==> src/design/bcl_pkg.sv <==
// Shared types and constants for the button code lock.
package bcl_pkg;

	// Lock modes as shown on the result stream
	typedef enum logic [1:0] {
		MODE_IDLE     = 2'd0,
		MODE_UNLOCKED = 2'd1,
		MODE_BLOCKED  = 2'd2
	} mode_t;

	// Press classes
	typedef enum logic [1:0] {
		PRESS_NONE  = 2'd0,
		PRESS_SHORT = 2'd1,
		PRESS_LONG  = 2'd2
	} press_t;

	// Configuration port geometry and register indexes
	localparam int CFG_ADDR_W = 4;
	localparam int CFG_DATA_W = 16;
	localparam logic [CFG_ADDR_W-1:0] CFG_SECRET        = 4'd0;
	localparam logic [CFG_ADDR_W-1:0] CFG_DEBOUNCE      = 4'd1;
	localparam logic [CFG_ADDR_W-1:0] CFG_LONG_PRESS    = 4'd2;
	localparam logic [CFG_ADDR_W-1:0] CFG_ENTRY_TIMEOUT = 4'd3;
	localparam logic [CFG_ADDR_W-1:0] CFG_BLOCK         = 4'd4;
	localparam logic [CFG_ADDR_W-1:0] CFG_GREEN_ON      = 4'd5;
	localparam logic [CFG_ADDR_W-1:0] CFG_BLINK         = 4'd6;
	localparam logic [CFG_ADDR_W-1:0] CFG_MAX_WRONG     = 4'd7;

	// Fixed counter widths
	localparam int LED_W   = 16;
	localparam int BLOCK_W = 17;
	localparam int PHASE_W = 10;

	localparam logic [LED_W-1:0]   LONG_BLINK_TICKS   = 16'd1000;
	localparam logic [PHASE_W-1:0] BLOCK_PERIOD_LAST  = 10'd999;
	localparam logic [PHASE_W-1:0] BLOCK_ON_TICKS     = 10'd500;
	localparam logic [PHASE_W:0]   BLOCK_PERIOD_TICKS = 11'd1000;

	// Configuration register set; blink_mod is the blink length modulo the block period
	typedef struct packed {
		logic [7:0]         secret;
		logic [9:0]         debounce;
		logic [15:0]        long_press;
		logic [15:0]        entry_timeout;
		logic [15:0]        block_len;
		logic [15:0]        green_on;
		logic [15:0]        blink;
		logic [PHASE_W-1:0] blink_mod;
		logic [3:0]         max_wrong;
	} cfg_t;

	// One result item, first field in the highest bits
	typedef struct packed {
		press_t     press_seen;
		logic [2:0] entry_position;
		mode_t      lock_mode;
		logic       yellow_led;
		logic       red_led;
		logic       green_led;
	} res_t;

	localparam int RES_W   = $bits(res_t);
	localparam int TDATA_W = 16;

endpackage

==> src/design/button_code_lock_with_lockout_core.sv <==
// Button code lock with strike lockout: input register, tick logic and result register.
//
// Each input transaction is one 1 ms tick carrying the raw button level; each tick
// yields exactly one result transaction with the LED drives, lock mode, matched
// position and the press classed on that tick. An item passes the input register, then
// the result register, and one item is taken every cycle unless the output stalls: the
// whole tick update is a single pass of counter compares between the two registers.
// While a result waits, one more item can still enter the input register; with both
// registers full the input stalls until the result is taken. Configuration is written
// through cfg_we/cfg_addr/cfg_wdata by the user, only while no tick is in flight; the
// block does not enforce this. Indexes 8 to 15 are ignored.
module button_code_lock_with_lockout_core #(
	parameter int TIMER_BITS = 16,
	parameter int CODE_LEN   = 8
) (
	input  logic                               clk,
	input  logic                               arst_n,
	input  logic                               s_axis_tvalid,
	output logic                               s_axis_tready,
	input  logic [7:0]                         s_axis_tdata,  // [0] button_pressed
	output logic                               m_axis_tvalid,
	input  logic                               m_axis_tready,
	// [0] green_led, [1] red_led, [2] yellow_led, [4:3] lock_mode,
	// [7:5] entry_position, [9:8] press_seen
	output logic [bcl_pkg::TDATA_W-1:0]        m_axis_tdata,
	input  logic                               cfg_we,
	input  logic [bcl_pkg::CFG_ADDR_W-1:0]     cfg_addr,
	input  logic [bcl_pkg::CFG_DATA_W-1:0]     cfg_wdata
);

	bcl_pkg::cfg_t   cfg;
	bcl_pkg::press_t seen;
	bcl_pkg::res_t   res;

	logic            valid_s1;
	logic            button_s1;
	logic            res_valid_s2;
	bcl_pkg::res_t   res_s2;
	logic            advance;
	logic            tick;

	// Move on when the result register is empty or being drained
	assign advance       = !res_valid_s2 || m_axis_tready;
	assign tick          = valid_s1 && advance;
	assign s_axis_tready = !valid_s1 || advance;

	bcl_cfg u_cfg (
		.clk       (clk),
		.arst_n    (arst_n),
		.cfg_we    (cfg_we),
		.cfg_addr  (cfg_addr),
		.cfg_wdata (cfg_wdata),
		.cfg       (cfg)
	);

	bcl_debounce #(
		.TIMER_BITS (TIMER_BITS)
	) u_debounce (
		.clk            (clk),
		.arst_n         (arst_n),
		.tick           (tick),
		.raw            (button_s1),
		.debounce_ticks (cfg.debounce),
		.long_ticks     (cfg.long_press),
		.seen           (seen)
	);

	bcl_ctrl #(
		.TIMER_BITS (TIMER_BITS),
		.CODE_LEN   (CODE_LEN)
	) u_ctrl (
		.clk    (clk),
		.arst_n (arst_n),
		.tick   (tick),
		.seen   (seen),
		.cfg    (cfg),
		.res    (res)
	);

	// Input register
	always_ff @(posedge clk or negedge arst_n) begin
		if (!arst_n) begin
			valid_s1 <= 1'b0;
		end else if (s_axis_tready) begin
			valid_s1 <= s_axis_tvalid;
		end
	end

	always_ff @(posedge clk) begin
		if (s_axis_tvalid && s_axis_tready) begin
			button_s1 <= s_axis_tdata[0];
		end
	end

	// Result register
	always_ff @(posedge clk or negedge arst_n) begin
		if (!arst_n) begin
			res_valid_s2 <= 1'b0;
		end else if (advance) begin
			res_valid_s2 <= valid_s1;
		end
	end

	always_ff @(posedge clk) begin
		if (tick) begin
			res_s2 <= res;
		end
	end

	assign m_axis_tvalid = res_valid_s2;
	assign m_axis_tdata  = {{(bcl_pkg::TDATA_W - bcl_pkg::RES_W){1'b0}}, res_s2};

endmodule

==> src/design/bcl_cfg.sv <==
// Configuration register file for the button code lock.
module bcl_cfg (
	input  logic                               clk,
	input  logic                               arst_n,
	input  logic                               cfg_we,
	input  logic [bcl_pkg::CFG_ADDR_W-1:0]     cfg_addr,
	input  logic [bcl_pkg::CFG_DATA_W-1:0]     cfg_wdata,
	output bcl_pkg::cfg_t                      cfg
);

	bcl_pkg::cfg_t cfg_q;

	logic [12:0] eighths;
	logic [26:0] recip_prod;
	logic [6:0]  thousands;
	logic [13:0] rem125;
	logic [bcl_pkg::PHASE_W-1:0] wdata_mod;

	// Reduce the written blink length modulo 1000: split off the low three bits,
	// then take the rest modulo 125 through a reciprocal multiply
	always_comb begin
		eighths    = cfg_wdata[15:3];
		recip_prod = 27'(eighths) * 27'd8389;
		thousands  = recip_prod[26:20];
		rem125     = 14'(eighths) - 14'(thousands) * 14'd125;
		wdata_mod  = {rem125[6:0], cfg_wdata[2:0]};
	end

	// Hold the registers; ignore indexes beyond the list
	always_ff @(posedge clk or negedge arst_n) begin
		if (!arst_n) begin
			cfg_q.secret        <= 8'd154;
			cfg_q.debounce      <= 10'd20;
			cfg_q.long_press    <= 16'd500;
			cfg_q.entry_timeout <= 16'd5000;
			cfg_q.block_len     <= 16'd5000;
			cfg_q.green_on      <= 16'd2000;
			cfg_q.blink         <= 16'd100;
			cfg_q.blink_mod     <= 10'd100;
			cfg_q.max_wrong     <= 4'd3;
		end else if (cfg_we) begin
			unique case (cfg_addr)
				bcl_pkg::CFG_SECRET:        cfg_q.secret        <= cfg_wdata[7:0];
				bcl_pkg::CFG_DEBOUNCE:      cfg_q.debounce      <= cfg_wdata[9:0];
				bcl_pkg::CFG_LONG_PRESS:    cfg_q.long_press    <= cfg_wdata;
				bcl_pkg::CFG_ENTRY_TIMEOUT: cfg_q.entry_timeout <= cfg_wdata;
				bcl_pkg::CFG_BLOCK:         cfg_q.block_len     <= cfg_wdata;
				bcl_pkg::CFG_GREEN_ON:      cfg_q.green_on      <= cfg_wdata;
				bcl_pkg::CFG_BLINK: begin
					cfg_q.blink     <= cfg_wdata;
					cfg_q.blink_mod <= wdata_mod;
				end
				bcl_pkg::CFG_MAX_WRONG:     cfg_q.max_wrong     <= cfg_wdata[3:0];
				default: ;
			endcase
		end
	end

	assign cfg = cfg_q;

endmodule

==> src/design/bcl_debounce.sv <==
// Button debouncer and press classifier, one update per tick.
module bcl_debounce #(
	parameter int TIMER_BITS = 16
) (
	input  logic                clk,
	input  logic                arst_n,
	input  logic                tick,
	input  logic                raw,
	input  logic [9:0]          debounce_ticks,
	input  logic [15:0]         long_ticks,
	output bcl_pkg::press_t     seen
);

	localparam int CMP_W = (TIMER_BITS > 16) ? TIMER_BITS : 16;

	logic                  raw_last_q;
	logic                  stable_q;
	logic [TIMER_BITS-1:0] elapsed_q;
	logic [TIMER_BITS-1:0] press_len_q;

	logic                  raw_last_n;
	logic                  stable_n;
	logic [TIMER_BITS-1:0] elapsed_n;
	logic [TIMER_BITS-1:0] press_len_n;
	bcl_pkg::press_t       seen_n;

	// Advance the saturating counters, then follow the raw level
	always_comb begin
		raw_last_n  = raw_last_q;
		stable_n    = stable_q;
		elapsed_n   = (&elapsed_q) ? elapsed_q : elapsed_q + 1'b1;
		press_len_n = (&press_len_q) ? press_len_q : press_len_q + 1'b1;
		seen_n      = bcl_pkg::PRESS_NONE;
		if (raw != raw_last_q) begin
			raw_last_n = raw;
			elapsed_n  = '0;
		end else if (CMP_W'(elapsed_n) >= CMP_W'(debounce_ticks) && raw != stable_q) begin
			stable_n = raw;
			if (raw) begin
				press_len_n = '0;
			end else if (CMP_W'(press_len_n) >= CMP_W'(long_ticks)) begin
				seen_n = bcl_pkg::PRESS_LONG;
			end else if (CMP_W'(press_len_n) >= CMP_W'(debounce_ticks)) begin
				seen_n = bcl_pkg::PRESS_SHORT;
			end
		end
	end

	always_ff @(posedge clk or negedge arst_n) begin
		if (!arst_n) begin
			raw_last_q  <= 1'b0;
			stable_q    <= 1'b0;
			elapsed_q   <= '0;
			press_len_q <= '0;
		end else if (tick) begin
			raw_last_q  <= raw_last_n;
			stable_q    <= stable_n;
			elapsed_q   <= elapsed_n;
			press_len_q <= press_len_n;
		end
	end

	assign seen = seen_n;

endmodule

==> src/design/bcl_ctrl.sv <==
// Lock sequencer: code matching, strikes, block phase and LED timers.
module bcl_ctrl #(
	parameter int TIMER_BITS = 16,
	parameter int CODE_LEN   = 8
) (
	input  logic            clk,
	input  logic            arst_n,
	input  logic            tick,
	input  bcl_pkg::press_t seen,
	input  bcl_pkg::cfg_t   cfg,
	output bcl_pkg::res_t   res
);

	localparam int CMP_W = (TIMER_BITS > 16) ? TIMER_BITS : 16;
	localparam int LW    = bcl_pkg::LED_W;
	localparam int BW    = bcl_pkg::BLOCK_W;
	localparam int PW    = bcl_pkg::PHASE_W;

	bcl_pkg::mode_t        mode_q, mode_n;
	logic [2:0]            pos_q, pos_n;
	logic [3:0]            strikes_q, strikes_n;
	bcl_pkg::press_t       pending_q, pending_n;
	logic [TIMER_BITS-1:0] idle_q, idle_n;
	logic [LW-1:0]         green_q, green_n;
	logic [LW-1:0]         red_q, red_n;
	logic [LW-1:0]         yellow_q, yellow_n;
	logic [BW-1:0]         blk_q, blk_n;
	logic [PW-1:0]         phase_q, phase_n;

	logic                  red_drive;
	logic [PW:0]           phase_diff;
	logic [PW:0]           phase_adj;
	logic [BW-1:0]         block_stop;
	logic [LW-1:0]         blink_load;
	logic [LW-1:0]         green_load;
	logic [3:0]            pos_inc;
	logic                  sym_long;

	assign blink_load = (cfg.blink == '0) ? LW'(1) : cfg.blink;
	assign green_load = (cfg.green_on == '0) ? LW'(1) : cfg.green_on;
	assign block_stop = BW'(cfg.blink) + BW'(cfg.block_len);

	// Next state for one tick, in the order debounce, timers, block, timeout, symbol
	always_comb begin
		mode_n     = mode_q;
		pos_n      = pos_q;
		strikes_n  = strikes_q;
		pending_n  = (seen != bcl_pkg::PRESS_NONE) ? seen : pending_q;
		idle_n     = (&idle_q) ? idle_q : idle_q + 1'b1;
		green_n    = green_q;
		red_n      = (red_q != '0) ? red_q - 1'b1 : red_q;
		yellow_n   = (yellow_q != '0) ? yellow_q - 1'b1 : yellow_q;
		blk_n      = blk_q;
		phase_n    = phase_q;
		red_drive  = 1'b0;
		phase_diff = '0;
		phase_adj  = '0;
		pos_inc    = '0;
		sym_long   = 1'b0;

		// Green expiry ends the unlocked period
		if (green_q != '0) begin
			green_n = green_q - 1'b1;
			if (green_n == '0 && mode_q == bcl_pkg::MODE_UNLOCKED) begin
				mode_n = bcl_pkg::MODE_IDLE;
			end
		end

		// Block phase: strike blink delay, then 500 on / 500 off
		if (mode_n == bcl_pkg::MODE_BLOCKED) begin
			blk_n   = blk_q + 1'b1;
			phase_n = (phase_q == bcl_pkg::BLOCK_PERIOD_LAST) ? '0 : phase_q + 1'b1;
			if (blk_n >= block_stop) begin
				mode_n = bcl_pkg::MODE_IDLE;
				red_n  = '0;
			end else if (blk_n >= BW'(cfg.blink)) begin
				phase_diff = {1'b0, phase_n} - {1'b0, cfg.blink_mod};
				phase_adj  = phase_diff[PW] ? phase_diff + bcl_pkg::BLOCK_PERIOD_TICKS
				                            : phase_diff;
				red_drive  = (phase_adj[PW-1:0] < bcl_pkg::BLOCK_ON_TICKS);
			end
		end

		// Abandon a stale partial entry
		if (pos_q != '0 && CMP_W'(idle_n) >= CMP_W'(cfg.entry_timeout)) begin
			yellow_n = bcl_pkg::LONG_BLINK_TICKS;
			pos_n    = '0;
		end

		// Take a waiting press once the lock is idle
		if (pending_n != bcl_pkg::PRESS_NONE && mode_n == bcl_pkg::MODE_IDLE) begin
			sym_long = (pending_n == bcl_pkg::PRESS_LONG);
			if (sym_long == cfg.secret[pos_n]) begin
				yellow_n = blink_load;
				pos_inc  = {1'b0, pos_n} + 4'd1;
				pos_n    = pos_inc[2:0];
				if (pos_inc == 4'(CODE_LEN) || pos_inc == 4'd8) begin
					green_n   = green_load;
					mode_n    = bcl_pkg::MODE_UNLOCKED;
					pos_n     = '0;
					strikes_n = '0;
				end
			end else begin
				red_n     = blink_load;
				pos_n     = '0;
				strikes_n = strikes_q + 1'b1;
				if (strikes_n >= cfg.max_wrong) begin
					mode_n    = bcl_pkg::MODE_BLOCKED;
					blk_n     = '0;
					phase_n   = '0;
					strikes_n = '0;
				end
			end
			idle_n    = '0;
			pending_n = bcl_pkg::PRESS_NONE;
		end
	end

	// Result fields from the updated state
	always_comb begin
		res.green_led      = (green_n != '0);
		res.red_led        = (red_n != '0) || red_drive;
		res.yellow_led     = (yellow_n != '0);
		res.lock_mode      = mode_n;
		res.entry_position = pos_n;
		res.press_seen     = seen;
	end

	always_ff @(posedge clk or negedge arst_n) begin
		if (!arst_n) begin
			mode_q    <= bcl_pkg::MODE_IDLE;
			pos_q     <= '0;
			strikes_q <= '0;
			pending_q <= bcl_pkg::PRESS_NONE;
			idle_q    <= '0;
			green_q   <= '0;
			red_q     <= '0;
			yellow_q  <= '0;
			blk_q     <= '0;
			phase_q   <= '0;
		end else if (tick) begin
			mode_q    <= mode_n;
			pos_q     <= pos_n;
			strikes_q <= strikes_n;
			pending_q <= pending_n;
			idle_q    <= idle_n;
			green_q   <= green_n;
			red_q     <= red_n;
			yellow_q  <= yellow_n;
			blk_q     <= blk_n;
			phase_q   <= phase_n;
		end
	end

endmodule

==> config.mk <==
export PLATFORM = sky130hd
export DESIGN_NAME = button_code_lock_with_lockout_core
export DESIGN_NICKNAME = d
export VERILOG_FILES = /design/src/design/bcl_pkg.sv /design/src/design/button_code_lock_with_lockout_core.sv /design/src/design/bcl_cfg.sv /design/src/design/bcl_debounce.sv /design/src/design/bcl_ctrl.sv
export SDC_FILE = /design/constraint.sdc
export NUM_CORES = 1
export LEC_CHECK = 0
export BUFFER_PORTS_ARGS = -buffer_cell sky130_fd_sc_hd__buf_2
export CAP_MARGIN = 20
export CORE_MARGIN = 5
export CORE_UTILIZATION = 25
export DETAILED_ROUTE_END_ITERATION = 10
export PLACE_DENSITY = 0.39
export SLEW_MARGIN = 20
export SYNTH_ARGS = -nofsm -noshare
export SYNTH_HDL_FRONTEND = slang
export SYNTH_SLANG_ARGS = --single-unit
==> constraint.sdc <==
create_clock -name clk -period 6 [get_ports clk]
set_clock_uncertainty 0.2 [all_clocks]
set_input_delay 0 -clock clk [delete_from_list [all_inputs] [get_ports clk]]
set_output_delay 0 -clock clk [all_outputs]
set_load 0.01 [all_outputs]
==> flow_summary_export.csv <==
group,metric,value,unit
setup_path,critical_path.endpoint_type,"flip-flop",
sta,slew_headroom,0.318,
floorplan,coreArea,77500,µm²
floorplan,fp.dieH,290,µm
floorplan,die_area,83900,µm²
layout,final_area,23700,µm²
synth,synthCells,2144,
sta,drv_slew,0,
pwr,power_frac_comb,0.462,
synth,ys_seq_area_frac,0.335,
pwr,p_sw_frac,0.395,
detailed_routing,viasPerCell,4.84,
sta,worstMarginPinSlew,1.01,ns
setup_path,cp.arrival,5.98,ns
setup_path,crit_fanout,3,
synth,synth_top_area_frac,0.271,
sta,fin_tns_setup,0,ns
layout,instances_no_fill,3376,
clock_tree,cts_htree_levels,2,
clock_tree,cts_sinks,258,
global_route,grt_pass1_wl,96.7,mm
min_path,hold_class,"in -> reg",
detailed_routing,dr_total_vias,16325,
pwr,ir_drop,0.217,mV
clock_tree,cts_buffers,38,
synth,synth.distinct_cells,92,
min_path,hold_depth,5,
flow_run,max-cap-violations,0,
placed_design,place_congestion,0.799,
clock_tree,insertion_delay,0.55,ns
sta,setup_ws,0.228,ns
clock_tree,cts_tree,"done",
layout,fin_nets,2587,
placed_design,placed_cell_area,21700,µm²
detailed_routing,final_antenna_net_count,0,
layout,nFillCells,8165,
layout,syn2layout_area_growth,21.1,%
pwr,p_switching,3.59,mW
setup_path,cp.depth,29,
synth,synth-seq-cells,258,
pwr,power_density,384,nW/µm²
detailed_routing,finalWirelength,61.6,mm
placed_design,port_buffers,37,
clock_tree,cts.clk_slew.worst_paths,0.05,ns
floorplan,rows,102,
placed_design,pre_cts_ws,-0.408,ns
sta,setup_viol,0,
setup_path,critPathSlowestCell,"dlygate4sd3_1",
synth,avgSynthCellArea,9.12,µm²
setup_path,path_buf_inv,5,
layout,final_cell_mix,"nand2_1 (227), ha_1 (213), dfrtp_1 (212)",
pwr,pwr-share-clk,0.250,
layout,drive_gt1_frac,0.168,
detailed_routing,firstDrtPassIters,5,
global_route,grt_max_degree,121,
placed_design,dpl.hpwl,45.2,mm
detailed_routing,drtIter0Drc,842,
clock_tree,cts_buffer_depth,3,
pwr,p_leak,10.7,nW
setup_path,cpMostUsedCell,"a21o_1",
setup_path,start_kind,"primary input",
sta,min_period,5.77,ns
synth,synth_edf_count,11,
synth,ys_warn_count,0,
global_route,grt-ovfl-total,0,
global_route,antenna_found_initial,0,
sta,layout_worst_path_cycle_share,0.962,
setup_path,crit_required,6.21,ns
sta,hold_viol,0,
pwr,p_total,9.09,mW
floorplan,io_pins,51,
layout,final_core_util,0.306,
outcome,status,"finished clean",
pwr,cell_internal_pwr,5.50,mW
pwr,pwr-share-seq,0.288,
setup_path,crit_family,"adder cells",
floorplan,die_w,290,µm
layout,layout_commonest_cell,"nand2_1",
setup_path,worstSetupPathType,"in -> reg",
setup_path,max_stage_delay,0.57,ns
global_route,grt_usage,0.146,
placed_design,dp.cells,3258,
synth,synth.area.top_cells,"dfrtp_1 (27%), ha_1 (14%), dfstp_2 (4.7%)",
global_route,first_global_vias,16376,
synth,yosys.area.top_type,"dfrtp_1",
floorplan,initial_core_util,0.252,
detailed_routing,wl_per_cell,18.2,µm
detailed_routing,drc,0,
setup_path,r2r_cells,25,
synth,async_reset_ff_frac,0.957,
sta,hold_slack,0.104,ns
clock_tree,ctsRootBufferMaster,"clkbuf_16",
synth,netlist_area,19600,µm²
sta,max_freq,173,MHz
synth,synthFlopType,"dfrtp_1",
[what timing repair did]
action / CTS / global route
endpoints found under the setup margin: 10 / 70
hold buffers: 41 / 0
pin swaps: 0 / 29
resized for setup: 1 / 43
endpoints found under the hold margin: 274 / 0
setup buffers: 0 / 7
[state kept, by name, summed over array words and instances (netlist names)]
register                count
u_ctrl.blk_q               17
button_s1                   1
u_ctrl.strikes_q            4
m_axis_tvalid               1
valid_s1                    1
u_ctrl.phase_q             10
u_ctrl.mode_q               2
u_debounce.stable_q         1
u_ctrl.pos_q                3
u_debounce.press_len_q     16
u_ctrl.pending_q            2
u_ctrl.red_q               16
u_cfg.cfg                 109
u_ctrl.green_q             16
u_debounce.raw_last_q       1
u_ctrl.yellow_q            16
m_axis_tdata               10
u_debounce.elapsed_q       16
u_ctrl.idle_q              16
[power groups by stage]
stage / Sequential, mW / Combinational, mW / Clock [mW]
floorplan: 2.47 / 2.90 / 0
global placement: 2.63 / 4.00 / 0
detailed placement: 2.64 / 4.04 / 0
CTS: 2.62 / 4.12 / 2.36
global route: 2.68 / 4.74 / 2.42
finish: 2.62 / 4.20 / 2.27
[cell families (layout without fill, tap and decap cells)]
kind of cell / count (synthesis) / after routing / synth area share
simple gates: 709 / 709 / 0.181
flops: 258 / 258 / 0.335
compound gates: 481 / 481 / 0.168
buf+inv: 260 / 446 / 0.0540
xor+xnor: 112 / 112 / 0.0502
mux: 75 / 75 / 0.0433
other cells: 1 / 7 / 0.000192
fa+ha+maj: 248 / 248 / 0.169
[Yosys cell counts, types with 7 or more instances]
cell / count
nand3_1: 73
o21ai_1: 10
and2_1: 20
mux2_2: 57
nor4_1: 30
buf_4: 8
a21oi_1: 58
nor3_1: 55
xnor2_1: 67
inv_1: 174
nor2_1: 132
clkbuf_1: 59
dfstp_2: 35
fa_1: 26
nand2_1: 229
o211ai_1: 8
o21a_1: 12
a31oi_1: 28
mux2i_1: 16
nand3b_1: 7
edfxtp_1: 11
nand2b_1: 26
a211o_1: 10
o21bai_1: 10
a21o_1: 29
a211oi_1: 19
dfrtp_1: 212
ha_1: 222
a22o_1: 45
buf_2: 10
xor2_1: 45
o21ai_0: 150
or3_1: 28
and3_1: 22
o22ai_1: 8
nand4_1: 29
o31ai_1: 17
or2_2: 7
nor2b_1: 11
[path summary, 6_finish.rpt]
check	slack, ns	end	from
max reg2reg	0.35	u_ctrl.phase_q[2]$_DFFE_PN0P_	u_cfg.cfg[4]$_DFFE_PN0P_
min	0.10	u_cfg.cfg[2]$_DFFE_PN0P_	cfg_we
max	0.23	u_cfg.cfg[13]$_DFFE_PN0P_	cfg_wdata[9]
min in group asynchronous	0.44	u_cfg.cfg[107]$_DFFE_PN1P_	arst_n
min reg2reg	0.28	u_cfg.cfg[102]$_DFFE_PN0P_	u_cfg.cfg[102]$_DFFE_PN0P_
max in group asynchronous	4.17	u_debounce.press_len_q[3]$_DFFE_PN0P_	arst_n
[worst reg2reg max path: stages, from the launching register on]
cell	delay (ns)
dfrtp_1	0.40
ha_1	0.25
fa_1	0.39
a21o_1	0.21
a21oi_2	0.16
o21bai_1	0.10
a21oi_2	0.17
nor2_1	0.08
o2111ai_2	0.27
a31oi_4	0.14
a311o_1	0.32
a21o_1	0.19
a21oi_1	0.15
ha_1	0.16
nand4_1	0.13
nor3_2	0.14
o211ai_1	0.12
and4b_2	0.34
o22ai_4	0.26
o31ai_4	0.13
nor4_4	0.39
buf_12	0.17
nor3_4	0.07
buf_6	0.19
buf_6	0.14
a32o_1	0.26
[per-layer routing]
metal | track usage | wire length [µm] | vias to the layer above
met3 | 0.0169 | 1950 | 78
met4 | 0.0379 | 1310 | 0
met5 | 0 | 0 | -
met1 | 0.211 | 30800 | 7976
met2 | 0.232 | 27600 | 245
li1 | - | - | 8026
[final cells by class]
type	instances	area [µm²]	area share
Multi-Input combinational cell	1631	12200	0.516
Sequential cell	258	6560	0.277
Timing Repair Buffer	203	1690	0.0714
Tap cell	1040	1300	0.0550
Clock buffer	54	1090	0.0461
Inverter	174	656	0.0277
Clock inverter	15	158	0.00666
Antenna cell	1	2.50	0.000106
Power figures use the tool's default switching activity.
